<file path="config.mk">
export PLATFORM = sky130hd
export DESIGN_NAME = k4_with_directed_edge_detect_top
export DESIGN_NICKNAME = d
export VERILOG_FILES = /design/src/k4dd_pkg.sv /design/src/k4_with_directed_edge_detect_top.sv /design/src/k4dd_ctrl.sv /design/src/k4dd_datapath.sv
export VERILOG_INCLUDE_DIRS = /design/src /design/src/src
export SDC_FILE = /design/constraint.sdc
export NUM_CORES = 2
export LEC_CHECK = 0
export ABC_AREA = 1
export BUFFER_PORTS_ARGS = -buffer_cell sky130_fd_sc_hd__buf_4
export CELL_PAD_IN_SITES_DETAIL_PLACEMENT = 0
export CELL_PAD_IN_SITES_GLOBAL_PLACEMENT = 2
export CORE_UTILIZATION = 45
export CTS_BUF_LIST = sky130_fd_sc_hd__clkbuf_4 sky130_fd_sc_hd__clkbuf_8 sky130_fd_sc_hd__clkbuf_16
export DETAILED_ROUTE_END_ITERATION = 6
export PLACE_DENSITY = 0.79
export SYNTH_ARGS = -nofsm -noshare
export SYNTH_HDL_FRONTEND = slang
export SYNTH_SLANG_ARGS = --single-unit
export TNS_END_PERCENT = 10
</file>
<file path="constraint.sdc">
create_clock -name i_clk -period 3.5 [get_ports i_clk]
set_input_delay 0.7 -clock i_clk [delete_from_list [all_inputs] [get_ports i_clk]]
set_output_delay 0.7 -clock i_clk [all_outputs]
set_load 0.02 [all_outputs]
</file>
<file path="src/k4_with_directed_edge_detect_top_macros.svh">
// Assertion macros shared by the edge-detect block.
`ifndef K4_WITH_DIRECTED_EDGE_DETECT_TOP_MACROS_SVH
`define K4_WITH_DIRECTED_EDGE_DETECT_TOP_MACROS_SVH

// Same-cycle implication, disabled while reset is held.
`define K4DD_ASSERT_NOW(label, clk, rst_n, ante, cons) \
    label: assert property (@(posedge clk) disable iff (!rst_n) (ante) |-> (cons)) \
        else $error("k4dd same-cycle check failed");

// Next-cycle implication, disabled while reset is held.
`define K4DD_ASSERT_NEXT(label, clk, rst_n, ante, cons) \
    label: assert property (@(posedge clk) disable iff (!rst_n) (ante) |=> (cons)) \
        else $error("k4dd next-cycle check failed");

`endif

</file>
<file path="src/k4dd_pkg.sv">
// Shared constants, command and status types, and helpers for the edge-detect block.
package k4dd_pkg;

    // Default sizes of the graph store.
    localparam int VERTEX_COUNT_DEF  = 16;
    localparam int EDGE_CAPACITY_DEF = 128;

    // Field widths fixed by the item format.
    localparam int MASK_W   = 16;
    localparam int VID_W    = 4;
    localparam int ACT_W    = 2;
    localparam int S_TDATA_W = 24;
    localparam int S_TUSER_W = 3;
    localparam int M_TDATA_W = 8;

    // Action codes.
    localparam logic [ACT_W-1:0] ACT_CLEAR = 2'd0;
    localparam logic [ACT_W-1:0] ACT_ADD   = 2'd1;
    localparam logic [ACT_W-1:0] ACT_QUERY = 2'd2;

    // Commands from the controller to the datapath.
    typedef struct packed {
        logic clear;
        logic add;
        logic query_start;
        logic scan;
        logic collect;
        logic scan_clear;
        logic rd_a;
        logic rd_b;
        logic rd_c;
        logic cap_a;
        logic cap_b;
        logic cap_c;
        logic pair_clear;
        logic advance;
        logic load_result;
        logic result_found;
    } t_cmd;

    // Status from the datapath to the controller.
    typedef struct packed {
        logic scan_done;
        logic enough;
        logic hit;
        logic last_triple;
        logic out_free;
    } t_status;

    // Index of the lowest set bit; zero for an empty mask.
    function automatic logic [VID_W-1:0] lowest_bit(input logic [MASK_W-1:0] m);
        logic [VID_W-1:0] idx;
        idx = '0;
        for (int i = MASK_W - 1; i >= 0; i--) begin
            if (m[i]) begin
                idx = VID_W'(i);
            end
        end
        return idx;
    endfunction

    // One-hot mask of a vertex number.
    function automatic logic [MASK_W-1:0] vertex_bit(input logic [VID_W-1:0] v);
        return MASK_W'(1) << v;
    endfunction

endpackage

</file>
<file path="src/k4_with_directed_edge_detect_top.sv">
// Top level of the K4-through-a-vertex detector with directed edge check.
//
// Input channel (i_s_*): one transaction is one action. tuser carries the
// action code (clear, add edge, query vertex) and the directed flag; tdata
// carries the edge's vertex mask and the query vertex. Clears and adds
// produce no result, so they can stream back to back.
// Adds beyond the edge capacity are dropped and set the overflow flag.
// A query produces one output transaction (o_m_*) with the K4 answer and the
// overflow flag. A query scans the edge memory once for neighbour collection
// and once per neighbour triple; a hit ends the walk early.
// No new transaction is accepted while a query runs. The result sits in an
// output register; adds and clears are still accepted while it waits, but a
// following query holds its result until the receiver takes the old one.
// Reset empties the edge store and clears the overflow flag and output valid.
`include "k4_with_directed_edge_detect_top_macros.svh"

module k4_with_directed_edge_detect_top #(
    parameter int VERTEX_COUNT  = k4dd_pkg::VERTEX_COUNT_DEF,
    parameter int EDGE_CAPACITY = k4dd_pkg::EDGE_CAPACITY_DEF
) (
    input  logic                              i_clk,
    input  logic                              i_rst_n,
    input  logic                              i_s_tvalid,
    output logic                              o_s_tready,
    // [15:0] edge_vertices, [19:16] query_vertex, [23:20] zero
    input  logic [k4dd_pkg::S_TDATA_W-1:0]    i_s_tdata,
    // [1:0] action, [2] edge_is_directed
    input  logic [k4dd_pkg::S_TUSER_W-1:0]    i_s_tuser,
    output logic                              o_m_tvalid,
    input  logic                              i_m_tready,
    // [0] found_k4, [1] store_overflowed, [7:2] zero
    output logic [k4dd_pkg::M_TDATA_W-1:0]    o_m_tdata
);

    k4dd_pkg::t_cmd                    w_cmd;
    k4dd_pkg::t_status                 w_status;
    logic [k4dd_pkg::ACT_W-1:0]        w_action;
    logic                              w_found;
    logic                              w_ovf;
    logic                              w_query_accept;

    // Field unpacking of the input transaction.
    assign w_action = i_s_tuser[k4dd_pkg::ACT_W-1:0];
    assign w_query_accept = i_s_tvalid && o_s_tready && (w_action == k4dd_pkg::ACT_QUERY);

    k4dd_ctrl u_ctrl (
        .i_clk      (i_clk),
        .i_rst_n    (i_rst_n),
        .i_s_tvalid (i_s_tvalid),
        .o_s_tready (o_s_tready),
        .i_action   (w_action),
        .i_status   (w_status),
        .o_cmd      (w_cmd)
    );

    k4dd_datapath #(
        .VERTEX_COUNT  (VERTEX_COUNT),
        .EDGE_CAPACITY (EDGE_CAPACITY)
    ) u_datapath (
        .i_clk              (i_clk),
        .i_rst_n            (i_rst_n),
        .i_cmd              (w_cmd),
        .o_status           (w_status),
        .i_edge_vertices    (i_s_tdata[k4dd_pkg::MASK_W-1:0]),
        .i_edge_is_directed (i_s_tuser[k4dd_pkg::ACT_W]),
        .i_query_vertex     (i_s_tdata[k4dd_pkg::MASK_W +: k4dd_pkg::VID_W]),
        .o_m_tvalid         (o_m_tvalid),
        .i_m_tready         (i_m_tready),
        .o_found_k4         (w_found),
        .o_store_overflowed (w_ovf)
    );

    // Output packing.
    assign o_m_tdata = {{(k4dd_pkg::M_TDATA_W - 2){1'b0}}, w_ovf, w_found};

    // A result is only loaded into a free output register.
    `K4DD_ASSERT_NOW(a_load_into_free, i_clk, i_rst_n, w_cmd.load_result, w_status.out_free)
    // A loaded result shows on the output in the next cycle.
    `K4DD_ASSERT_NEXT(a_load_shows, i_clk, i_rst_n, w_cmd.load_result, o_m_tvalid)
    // An accepted query blocks further input while it runs.
    `K4DD_ASSERT_NEXT(a_query_blocks, i_clk, i_rst_n, w_query_accept, !o_s_tready)
    // Edge writes never overlap a memory scan.
    `K4DD_ASSERT_NOW(a_add_no_scan, i_clk, i_rst_n, w_cmd.add, !w_cmd.scan)

endmodule

</file>
<file path="src/k4dd_ctrl.sv">
// Controller state machine that sequences edge adds, clears and K4 queries.
module k4dd_ctrl (
    input  logic                        i_clk,
    input  logic                        i_rst_n,
    input  logic                        i_s_tvalid,
    output logic                        o_s_tready,
    input  logic [k4dd_pkg::ACT_W-1:0]  i_action,
    input  k4dd_pkg::t_status           i_status,
    output k4dd_pkg::t_cmd              o_cmd
);

    typedef enum logic [3:0] {
        S_IDLE,
        S_COLLECT,
        S_RD_A,
        S_RD_B,
        S_RD_C,
        S_CAP_C,
        S_PAIRS,
        S_EVAL,
        S_FINISH
    } t_state;

    t_state r_state;
    t_state n_state;
    logic   r_found;
    logic   n_found;
    logic   w_accept;

    // Input transactions are taken only between queries.
    assign o_s_tready = (r_state == S_IDLE);
    assign w_accept   = i_s_tvalid && o_s_tready;

    // Next state and command decode.
    always_comb begin
        n_state = r_state;
        n_found = r_found;
        o_cmd   = '0;
        case (r_state)
            S_IDLE: begin
                if (w_accept) begin
                    case (i_action)
                        k4dd_pkg::ACT_CLEAR: begin
                            o_cmd.clear = 1'b1;
                        end
                        k4dd_pkg::ACT_ADD: begin
                            o_cmd.add = 1'b1;
                        end
                        k4dd_pkg::ACT_QUERY: begin
                            o_cmd.query_start = 1'b1;
                            o_cmd.scan_clear  = 1'b1;
                            n_state           = S_COLLECT;
                        end
                        default: begin
                        end
                    endcase
                end
            end
            S_COLLECT: begin
                o_cmd.scan    = 1'b1;
                o_cmd.collect = 1'b1;
                if (i_status.scan_done) begin
                    if (i_status.enough) begin
                        n_state = S_RD_A;
                    end else begin
                        n_found = 1'b0;
                        n_state = S_FINISH;
                    end
                end
            end
            S_RD_A: begin
                o_cmd.rd_a = 1'b1;
                n_state    = S_RD_B;
            end
            S_RD_B: begin
                o_cmd.cap_a = 1'b1;
                o_cmd.rd_b  = 1'b1;
                n_state     = S_RD_C;
            end
            S_RD_C: begin
                o_cmd.cap_b = 1'b1;
                o_cmd.rd_c  = 1'b1;
                n_state     = S_CAP_C;
            end
            S_CAP_C: begin
                o_cmd.cap_c      = 1'b1;
                o_cmd.scan_clear = 1'b1;
                o_cmd.pair_clear = 1'b1;
                n_state          = S_PAIRS;
            end
            S_PAIRS: begin
                o_cmd.scan = 1'b1;
                if (i_status.scan_done) begin
                    n_state = S_EVAL;
                end
            end
            S_EVAL: begin
                if (i_status.hit) begin
                    n_found = 1'b1;
                    n_state = S_FINISH;
                end else if (i_status.last_triple) begin
                    n_found = 1'b0;
                    n_state = S_FINISH;
                end else begin
                    o_cmd.advance = 1'b1;
                    n_state       = S_RD_A;
                end
            end
            S_FINISH: begin
                if (i_status.out_free) begin
                    o_cmd.load_result  = 1'b1;
                    o_cmd.result_found = r_found;
                    n_state            = S_IDLE;
                end
            end
            default: begin
                n_state = S_IDLE;
            end
        endcase
    end

    // State and the registered query answer.
    always_ff @(posedge i_clk) begin
        if (!i_rst_n) begin
            r_state <= S_IDLE;
            r_found <= 1'b0;
        end else begin
            r_state <= n_state;
            r_found <= n_found;
        end
    end

endmodule

</file>
<file path="src/k4dd_datapath.sv">
// Datapath: edge memory, neighbour memory, triple indices, pair flags and result register.
module k4dd_datapath #(
    parameter int VERTEX_COUNT  = k4dd_pkg::VERTEX_COUNT_DEF,
    parameter int EDGE_CAPACITY = k4dd_pkg::EDGE_CAPACITY_DEF
) (
    input  logic                          i_clk,
    input  logic                          i_rst_n,
    input  k4dd_pkg::t_cmd                i_cmd,
    output k4dd_pkg::t_status             o_status,
    input  logic [k4dd_pkg::MASK_W-1:0]   i_edge_vertices,
    input  logic                          i_edge_is_directed,
    input  logic [k4dd_pkg::VID_W-1:0]    i_query_vertex,
    output logic                          o_m_tvalid,
    input  logic                          i_m_tready,
    output logic                          o_found_k4,
    output logic                          o_store_overflowed
);

    localparam int EAW = $clog2(EDGE_CAPACITY);
    localparam int ECW = $clog2(EDGE_CAPACITY + 1);
    localparam int VAW = $clog2(VERTEX_COUNT);
    localparam int VCW = $clog2(VERTEX_COUNT + 1);
    localparam int MW  = k4dd_pkg::MASK_W;
    localparam int IW  = k4dd_pkg::VID_W;

    // Edge store: directed bit above the vertex mask.
    logic [MW:0]       r_edge_mem [EDGE_CAPACITY];
    logic [MW:0]       r_edata;
    logic [ECW-1:0]    r_held;
    logic              r_ovf;
    logic [ECW-1:0]    r_eidx;
    logic              r_epend;
    logic [MW-1:0]     r_vbit;

    // Neighbour list: vertex number above the directed bit.
    logic [IW:0]       r_nb_mem [VERTEX_COUNT];
    logic [IW:0]       r_nb_q;
    logic [VCW-1:0]    r_nb_count;
    logic [VCW-1:0]    r_a;
    logic [VCW-1:0]    r_b;
    logic [VCW-1:0]    r_c;
    logic [IW:0]       r_va;
    logic [IW:0]       r_vb;
    logic [IW:0]       r_vc;

    // Pair match flags for the current triple.
    logic r_h_ab, r_h_bc, r_h_ca;
    logic r_d_ab, r_d_bc, r_d_ca;

    // Result register.
    logic r_out_valid;
    logic r_out_found;
    logic r_out_ovf;

    logic            w_full;
    logic            w_rd_en;
    logic [MW-1:0]   w_emask;
    logic            w_edir;
    logic [MW-1:0]   w_other;
    logic            w_nb_wr;
    logic            w_pair_upd;
    logic [VCW-1:0]  w_nb_idx;
    logic [MW-1:0]   w_p_ab;
    logic [MW-1:0]   w_p_bc;
    logic [MW-1:0]   w_p_ca;
    logic            w_c_more;
    logic            w_b_more;
    logic            w_a_more;

    assign w_full  = (r_held >= ECW'(EDGE_CAPACITY));
    assign w_rd_en = i_cmd.scan && (r_eidx < r_held);
    assign w_emask = r_edata[MW-1:0];
    assign w_edir  = r_edata[MW];
    assign w_other = w_emask & ~r_vbit;

    // A stored edge through the query vertex yields its lowest other vertex.
    assign w_nb_wr = i_cmd.scan && i_cmd.collect && r_epend && (|(w_emask & r_vbit))
                     && (|w_other) && (r_nb_count < VCW'(VERTEX_COUNT));
    assign w_pair_upd = i_cmd.scan && !i_cmd.collect && r_epend;

    // Pair masks of the current triple.
    assign w_p_ab = k4dd_pkg::vertex_bit(r_va[IW:1]) | k4dd_pkg::vertex_bit(r_vb[IW:1]);
    assign w_p_bc = k4dd_pkg::vertex_bit(r_vb[IW:1]) | k4dd_pkg::vertex_bit(r_vc[IW:1]);
    assign w_p_ca = k4dd_pkg::vertex_bit(r_vc[IW:1]) | k4dd_pkg::vertex_bit(r_va[IW:1]);

    // Triple index stepping conditions.
    assign w_c_more = (r_c + VCW'(1)) < r_nb_count;
    assign w_b_more = (r_b + VCW'(2)) < r_nb_count;
    assign w_a_more = (r_a + VCW'(3)) < r_nb_count;

    // Neighbour read address.
    always_comb begin
        if (i_cmd.rd_a) begin
            w_nb_idx = r_a;
        end else if (i_cmd.rd_b) begin
            w_nb_idx = r_b;
        end else begin
            w_nb_idx = r_c;
        end
    end

    // Status back to the controller.
    assign o_status.scan_done   = !r_epend && !(r_eidx < r_held);
    assign o_status.enough      = (r_nb_count >= VCW'(3));
    assign o_status.hit         = r_h_ab && r_h_bc && r_h_ca &&
                                  (r_d_ab || r_d_bc || r_d_ca ||
                                   r_va[0] || r_vb[0] || r_vc[0]);
    assign o_status.last_triple = !w_c_more && !w_b_more && !w_a_more;
    assign o_status.out_free    = !r_out_valid || i_m_tready;

    // Edge memory: one write port for adds, one registered read port for scans.
    always_ff @(posedge i_clk) begin
        if (i_cmd.add && !w_full) begin
            r_edge_mem[r_held[EAW-1:0]] <= {i_edge_is_directed, i_edge_vertices};
        end
        if (w_rd_en) begin
            r_edata <= r_edge_mem[r_eidx[EAW-1:0]];
        end
    end

    // Neighbour memory: written while collecting, one registered read port.
    always_ff @(posedge i_clk) begin
        if (w_nb_wr) begin
            r_nb_mem[r_nb_count[VAW-1:0]] <= {k4dd_pkg::lowest_bit(w_other), w_edir};
        end
        if (i_cmd.rd_a || i_cmd.rd_b || i_cmd.rd_c) begin
            r_nb_q <= r_nb_mem[w_nb_idx[VAW-1:0]];
        end
    end

    // Fill count and overflow flag.
    always_ff @(posedge i_clk) begin
        if (!i_rst_n) begin
            r_held <= '0;
            r_ovf  <= 1'b0;
        end else if (i_cmd.clear) begin
            r_held <= '0;
            r_ovf  <= 1'b0;
        end else if (i_cmd.add) begin
            if (w_full) begin
                r_ovf <= 1'b1;
            end else begin
                r_held <= r_held + ECW'(1);
            end
        end
    end

    // Edge scan address and read pending flag.
    always_ff @(posedge i_clk) begin
        if (!i_rst_n) begin
            r_eidx  <= '0;
            r_epend <= 1'b0;
        end else if (i_cmd.scan_clear) begin
            r_eidx  <= '0;
            r_epend <= 1'b0;
        end else if (i_cmd.scan) begin
            r_epend <= w_rd_en;
            if (w_rd_en) begin
                r_eidx <= r_eidx + ECW'(1);
            end
        end
    end

    // Neighbour count and triple indices.
    always_ff @(posedge i_clk) begin
        if (!i_rst_n) begin
            r_nb_count <= '0;
            r_a        <= '0;
            r_b        <= '0;
            r_c        <= '0;
        end else if (i_cmd.query_start) begin
            r_nb_count <= '0;
            r_a        <= VCW'(0);
            r_b        <= VCW'(1);
            r_c        <= VCW'(2);
        end else begin
            if (w_nb_wr) begin
                r_nb_count <= r_nb_count + VCW'(1);
            end
            if (i_cmd.advance) begin
                if (w_c_more) begin
                    r_c <= r_c + VCW'(1);
                end else if (w_b_more) begin
                    r_b <= r_b + VCW'(1);
                    r_c <= r_b + VCW'(2);
                end else begin
                    r_a <= r_a + VCW'(1);
                    r_b <= r_a + VCW'(2);
                    r_c <= r_a + VCW'(3);
                end
            end
        end
    end

    // Query vertex mask and captured triple entries.
    always_ff @(posedge i_clk) begin
        if (i_cmd.query_start) begin
            r_vbit <= k4dd_pkg::vertex_bit(i_query_vertex);
        end
        if (i_cmd.cap_a) begin
            r_va <= r_nb_q;
        end
        if (i_cmd.cap_b) begin
            r_vb <= r_nb_q;
        end
        if (i_cmd.cap_c) begin
            r_vc <= r_nb_q;
        end
    end

    // Pair flags: an edge matches at most one pair, the last match decides.
    always_ff @(posedge i_clk) begin
        if (i_cmd.pair_clear) begin
            r_h_ab <= 1'b0;
            r_h_bc <= 1'b0;
            r_h_ca <= 1'b0;
            r_d_ab <= 1'b0;
            r_d_bc <= 1'b0;
            r_d_ca <= 1'b0;
        end else if (w_pair_upd) begin
            if (w_emask == w_p_ab) begin
                r_h_ab <= 1'b1;
                r_d_ab <= w_edir;
            end else if (w_emask == w_p_bc) begin
                r_h_bc <= 1'b1;
                r_d_bc <= w_edir;
            end else if (w_emask == w_p_ca) begin
                r_h_ca <= 1'b1;
                r_d_ca <= w_edir;
            end
        end
    end

    // Result register toward the output channel.
    always_ff @(posedge i_clk) begin
        if (!i_rst_n) begin
            r_out_valid <= 1'b0;
        end else if (i_cmd.load_result) begin
            r_out_valid <= 1'b1;
        end else if (i_m_tready) begin
            r_out_valid <= 1'b0;
        end
    end

    always_ff @(posedge i_clk) begin
        if (i_cmd.load_result) begin
            r_out_found <= i_cmd.result_found;
            r_out_ovf   <= r_ovf;
        end
    end

    assign o_m_tvalid         = r_out_valid;
    assign o_found_k4         = r_out_found;
    assign o_store_overflowed = r_out_ovf;

endmodule

</file>
# Yosys cells after proc, flatten, opt, wreduce, memory -nomap -nowiden
# Memory sizes are Yosys's and may differ from the RTL's. A register that Yosys moved wholly into a read port is not among the register bits.
# Cells that the tools add are included.
# totals
regBits	83
ram_bits	2256
out_inout_bits	10
wordCells	200
mem_count	2
# memory_table
memory	depth	word_bits	read_ports	rd_clocked_by_memory_dff	write_ports	line_no	source
u_datapath.r_edge_mem	128	17	1	1	1	k4dd_datapath.sv:27	logic [MW:0] r_edge_mem [EDGE_CAPACITY];
u_datapath.r_nb_mem	16	5	1	1	1	k4dd_datapath.sv:36	logic [IW:0] r_nb_mem [VERTEX_COUNT];
# op_classes
add_sub_neg	9
n_lt_le_gt_ge	7
n_eq_ne	21
n_shift	4
mux	65
bitwise	12
reduce_logical	55
# op_table
op	count
$mux 4	27
$shl 1x4->16 const A	4
$eq 16x16->1	3
$or 16x16->16	3
$pmux 4 s9	1
$and 16x16->16	2
$reduce_or 16->1	2
$mux 1	25
$add 5x1->5 const B	4
$add 8x1->8 const B	2
$eq 4x3->1 const B	4
$logic_and 1x1->1	16
$not 16->16	1
$add 5x2->5 const B	3
$lt 5x5->1	3
$mux 5	3
$reduce_and 2->1	7
$mux 2	5
$eq 4x2->1 const B	2
$ge 8x8->1 const B	1
$logic_not 1->1	8
$logic_or 1x1->1	8
$lt 8x8->1	1
$ne 2x2->1 const B	4
other kinds (18)	34

# Logic depth before layout (Yosys ltp)
# logic_depth
word_depth	19
mapped_depth	18

# By module
# Synthesis repeated with hierarchy kept, for this count alone.
# hier_totals
hier_cells	7773
area_unflattened_um2	96088.4
# by_module_without_submodules
mod	n_inst	cells_per_inst	area_each_um2	seq_area_each_um2
k4dd_datapath	1	7686	95576.7	70297.4
k4dd_ctrl	1	78	447.9	100.1
k4_with_directed_edge_detect_top	1	9	63.8	0.0

# Worst setup path before layout
# Ideal clock, no wire load.
# synth_path
path_type	input-to-reg
from	input port i_s_tuser[1] (netlist name)
to	memory u_datapath.r_edge_mem[95][0] (netlist name), enable pin
setup_ns	0.413
arrival_ns	2.570
required_time_ns	3.087
slack_ns	0.517
path_stages	7
path_buffers	0
cell_sequence	inv_1 nand3_2 nor2_4 nand2_4 nor2_8 nand3_2 nor3_1
# synth_via
elab_chain_cells	7
# synth_lines
item	line_no	source
from (decl)	k4_with_directed_edge_detect_top.sv:28	input logic [k4dd_pkg::S_TUSER_W-1:0] i_s_tuser,
$eq 2x1->1	k4dd_ctrl.sv:42	case (i_action)
$mux 1	k4dd_ctrl.sv:42	
$mux 3	k4dd_ctrl.sv:41	if (w_accept) begin
$mux 3	k4dd_ctrl.sv:39	case (r_state)
$logic_and 1x1->1	k4dd_datapath.sv:113	if (i_cmd.add && !w_full) begin
$mux 1	k4dd_datapath.sv:113	
$mux 1 (implied by the code)	k4dd_datapath.sv:114	r_edge_mem[r_held[EAW-1:0]] <= {i_edge_is_directed, i_edge_vertices};
to (decl)	k4dd_datapath.sv:27	
# Every way passes these cells.

# Worst setup path in the final report
# layout_path
from	register u_datapath.r_eidx[0]
to	register u_datapath.r_edata[9], read port of u_datapath.r_edge_mem (data pin)
# layout_via
elab_chain_cells	2
# layout_lines
item	line_no	source
from (decl)	k4dd_datapath.sv:31	logic [ECW-1:0] r_eidx;
from (signal assigned)	k4dd_datapath.sv:159	r_eidx <= r_eidx + ECW'(1);
$lt 8x8->1	k4dd_datapath.sv:71	assign w_rd_en = i_cmd.scan && (r_eidx < r_held);
$logic_and 1x1->1	k4dd_datapath.sv:71	
to (decl)	k4dd_datapath.sv:28	logic [MW:0] r_edata;
# Several ways; a longest one is shown, not always the timed one.
# A chain may end at the register's enable or synchronous reset.

==> qor.csv <==
stage,metric,value,unit
outcome,outcome,completed,
floorplanning,die_area,215000,um^2
global_route,track_usage,25.1,%
floorplanning,start_util,45.5,%
sta,slew_headroom,24.3,%
sta,finalCritPeriodShare,90.9,%
setup_path,crit_fanout,123,
routing,vias,62400,
clock_tree,clock_sinks,2361,
power_and_ir_drop,clockPowerShare,41.3,%
floorplanning,row_count,168,
clock_tree,ctsLongestPathBuffers,3,
routing,avgViaCountPerCell,5.75,
routing,dr_wl_met3,16.4,mm
global_route,grt_max_degree,129,
logic_synthesis,syn_inst,7719,
floorplanning,coreArea,211000,um^2
routing,routed_wl,274,mm
sta,fin_crit,3.18,ns
logic_synthesis,ys_top_cells_by_area,"edfxtp_1, nor2_1, o21ai_0, nand2_1, o211ai_1",
sta,tns,0,ns
placed_design,place_ws,0.392,ns
logic_synthesis,synth_seq_cells,2361,
layout,finalNetCount,7909,
clock_tree,cts_root_buffer,clkbuf_16,
logic_synthesis,yosys-top-cells-count,"edfxtp_1, nor2_1, o21ai_0",
floorplanning,die_h,463,um
global_route,grt_pass1_vias,58800,
layout,fillerInstances,18100,
layout,drive_gt1_share,10.6,%
power_and_ir_drop,p_sw,0.0138,W
routing,detail_route.first_pass.iterations,6,
routing,drt_iter0_markers,6438,
sta,finalMaxSlewViolations,0,
sta,hold_violations,0,
clock_tree,post_cts_resized,0,
job,maxCapViolations,0,
setup_path,cp_data_arrival_time,3.80,ns
layout,area_delta_synth_final,13.6,%
sta,rsz0062_at_grt,false,
routing,route.detailed.drc,0,
power_and_ir_drop,swShare,22.9,%
power_and_ir_drop,peakVddDrop,0.000519,V
routing,routedWlPerCell,25.3,um
placed_design,place_congestion,0.878,
power_and_ir_drop,comb_power_share,6.7,%
power_and_ir_drop,p_per_area,553,nW/um^2
logic_synthesis,yosys_warnings,0,
setup_path,slowest_stage,dfxtp_4,
clock_tree,clkTransAtPathRegs,0.06,ns
logic_synthesis,synth_edf_count,2311,
logic_synthesis,synthFlopType,edfxtp_1,
sta,fin_skew,0.0506,ns
clock_tree,post_cts_buffers,0,
placed_design,place.port_buffers,30,
logic_synthesis,yosysSeqAreaShare,73.5,%
setup_path,cp_data_required_time,4.11,ns
floorplanning,die_w,463,um
logic_synthesis,synth_top_area_share,72.5,%
clock_tree,cts_tree,done,
logic_synthesis,synthArstFlopShare,0,%
logic_synthesis,syn_area,95800,um^2
placed_design,place_hpwl,160,mm
worst_hold_path,hold_path_class,input port to register,
power_and_ir_drop,internal_power,0.0464,W
setup_path,start_kind,register,
sta,fmax,0.314,GHz
sta,tightest_slew,1.14,ns
setup_path,path_class,register to register,
power_and_ir_drop,p_leak,36.4,nW
logic_synthesis,ys_types,45,
routing,top_layer,met4,
setup_path,end_kind,register,
clock_tree,clock_latency,0.89,ns
global_route,grt_pass1_wl,399,mm
clock_tree,cts-hold-fix-buffers,0,
logic_synthesis,avgSynthCellArea,12.4,um^2
setup_path,path_cells,inv_16 -> buf_12 -> buf_4 -> o21ai_0 -> o211ai_1 -> nand3_1 -> nand3_1 -> nand3_1 -> nand2_1 -> nand2_1 -> nand2_1,
logic_synthesis,yosysMostFrequentCell,edfxtp_1,
power_and_ir_drop,seqPwrFrac,52.0,%
global_route,antenna_found_initial,10,
clock_tree,h-tree-depth,4,
sta,fin_ws,0.319,ns
sta,setup_viol,0,
floorplanning,pin_count,41,
sta,hold_slack,0.143,ns
routing,drtAntennaViolNets,0,
setup_path,cp_slowest_stage_delay,0.64,ns
global_route,overflow,0,
routing,wl_met1,119,mm
logic_synthesis,yosys.area.top_type,edfxtp_1,
routing,wl_met2,131,mm
clock_tree,cts_buffers,239,
area by class of cell:
| type | count | area (um^2) | share of cell area [%] |
|---|---|---|---|
| Antenna cell | 8 | 20.0 | 0.0184 |
| Timing Repair Buffer | 383 | 3880 | 3.57 |
| Clock buffer | 319 | 6680 | 6.14 |
| Tap cell | 2805 | 3510 | 3.23 |
| Sequential cell | 2361 | 70400 | 64.7 |
| Multi-Input combinational cell | 4684 | 22600 | 20.8 |
| Inverter | 176 | 697 | 0.641 |
| Clock inverter | 119 | 997 | 0.917 |
cell families (layout without fill, tap and decap cells):
| logic type | count (synthesis) | in the layout | synth area share [%] |
|---|---|---|---|
| other | 1 | 14 | 0.00392 |
| AOI/OAI and AO/OA | 1904 | 1904 | 11.3 |
| adders and majority gates | 33 | 33 | 0.431 |
| DFF | 2361 | 2361 | 73.5 |
| buffers and inverters | 679 | 997 | 3.05 |
| and+or+nand+nor | 2722 | 2722 | 11.6 |
| xor gates and xnor gates | 19 | 19 | 0.174 |
power by group through the flow:
stage	Sequential (W)	Clock (W)	Combinational, W
6_report	0.0313	0.0248	0.00404
5_1_grt	0.0313	0.0263	0.00441
2_1_floorplan	0.0318	0	0.00221
4_1_cts	0.0313	0.0253	0.00407
3_5_place_dp	0.0318	0	0.00406
3_3_place_gp	0.0318	0	0.00401
path summary, 6_finish.rpt:
check / start / to / slack (ns) / cells after the start
max: u_datapath.r_eidx[0] / u_datapath.r_edata[9] / 0.32 / 11
min: i_rst_n / u_ctrl.r_state[1] / 0.14 / 3
max reg2reg: u_datapath.r_eidx[0] / u_datapath.r_edata[9] / 0.32 / 11
min reg2reg: u_datapath.r_d_ab / u_datapath.r_d_ab / 0.44 / 2
per-layer routing:
layer | GRT usage, % | up-vias
li1 | - | 28600
met1 | 35.4 | 31500
met2 | 40.7 | 2026
met3 | 3.07 | 358
met4 | 7.70 | 0
met5 | 0 | -
critical path, delay by kind of cell (launching register included):
kind / cells / cell delay (ns)
compound gates: 2 / 0.30
buf+inv: 3 / 0.76
flops: 1 / 0.64
simple gates: 6 / 1.09
state kept, by name (all words and copies together), names as in the netlist, 4 cells and up:
signal and flops:
u_datapath.r_a 5, u_datapath.r_vbit 16, u_datapath.r_eidx 8, u_datapath.r_vb 5
u_datapath.r_b 5, u_datapath.r_nb_count 5, u_ctrl.r_state 4, u_datapath.r_edata 17
u_datapath.r_edge_mem 2176, u_datapath.r_vc 5, u_datapath.r_held 8, u_datapath.r_nb_mem 80
u_datapath.r_va 5, u_datapath.r_nb_q 5, u_datapath.r_c 5
placed cells by master, fill, tap and decap left out, drive strengths merged, types with 2 or more instances in the layout:
master,netlist,routed
a221oi,5,5
nor3b,3,3
ha,33,33
edfxtp,2311,2311
and3,2,2
a21oi,120,120
clkinvlp,0,6
xnor2,4,4
nor2,1589,1589
nand3,370,370
nor3,12,12
buf,221,383
nand4,82,82
diode,0,8
conb,1,6
o22ai,292,292
o211ai,248,248
clkbuf,282,319
a31oi,12,12
nand2,644,644
o21ai,1164,1164
a211oi,4,4
inv,168,173
or2,14,14
dfxtp,50,50
bufinv,0,10
clkinv,8,106
o221ai,56,56
xor2,15,15
nor4,4,4
through the flow:
step                      total power (W)  std cells  instance area, um^2  utilization, %
after floorplan                    0.0340       7724                95800               -
after global placement             0.0359      10400               101000            48.0
after detailed placement           0.0359      10400               101000            48.0
after CTS                          0.0606      10800               109000            51.6
after global routing               0.0620      10800               109000            51.6
final                              0.0601      10900               109000            51.7
(Power assumes the default switching activity.)
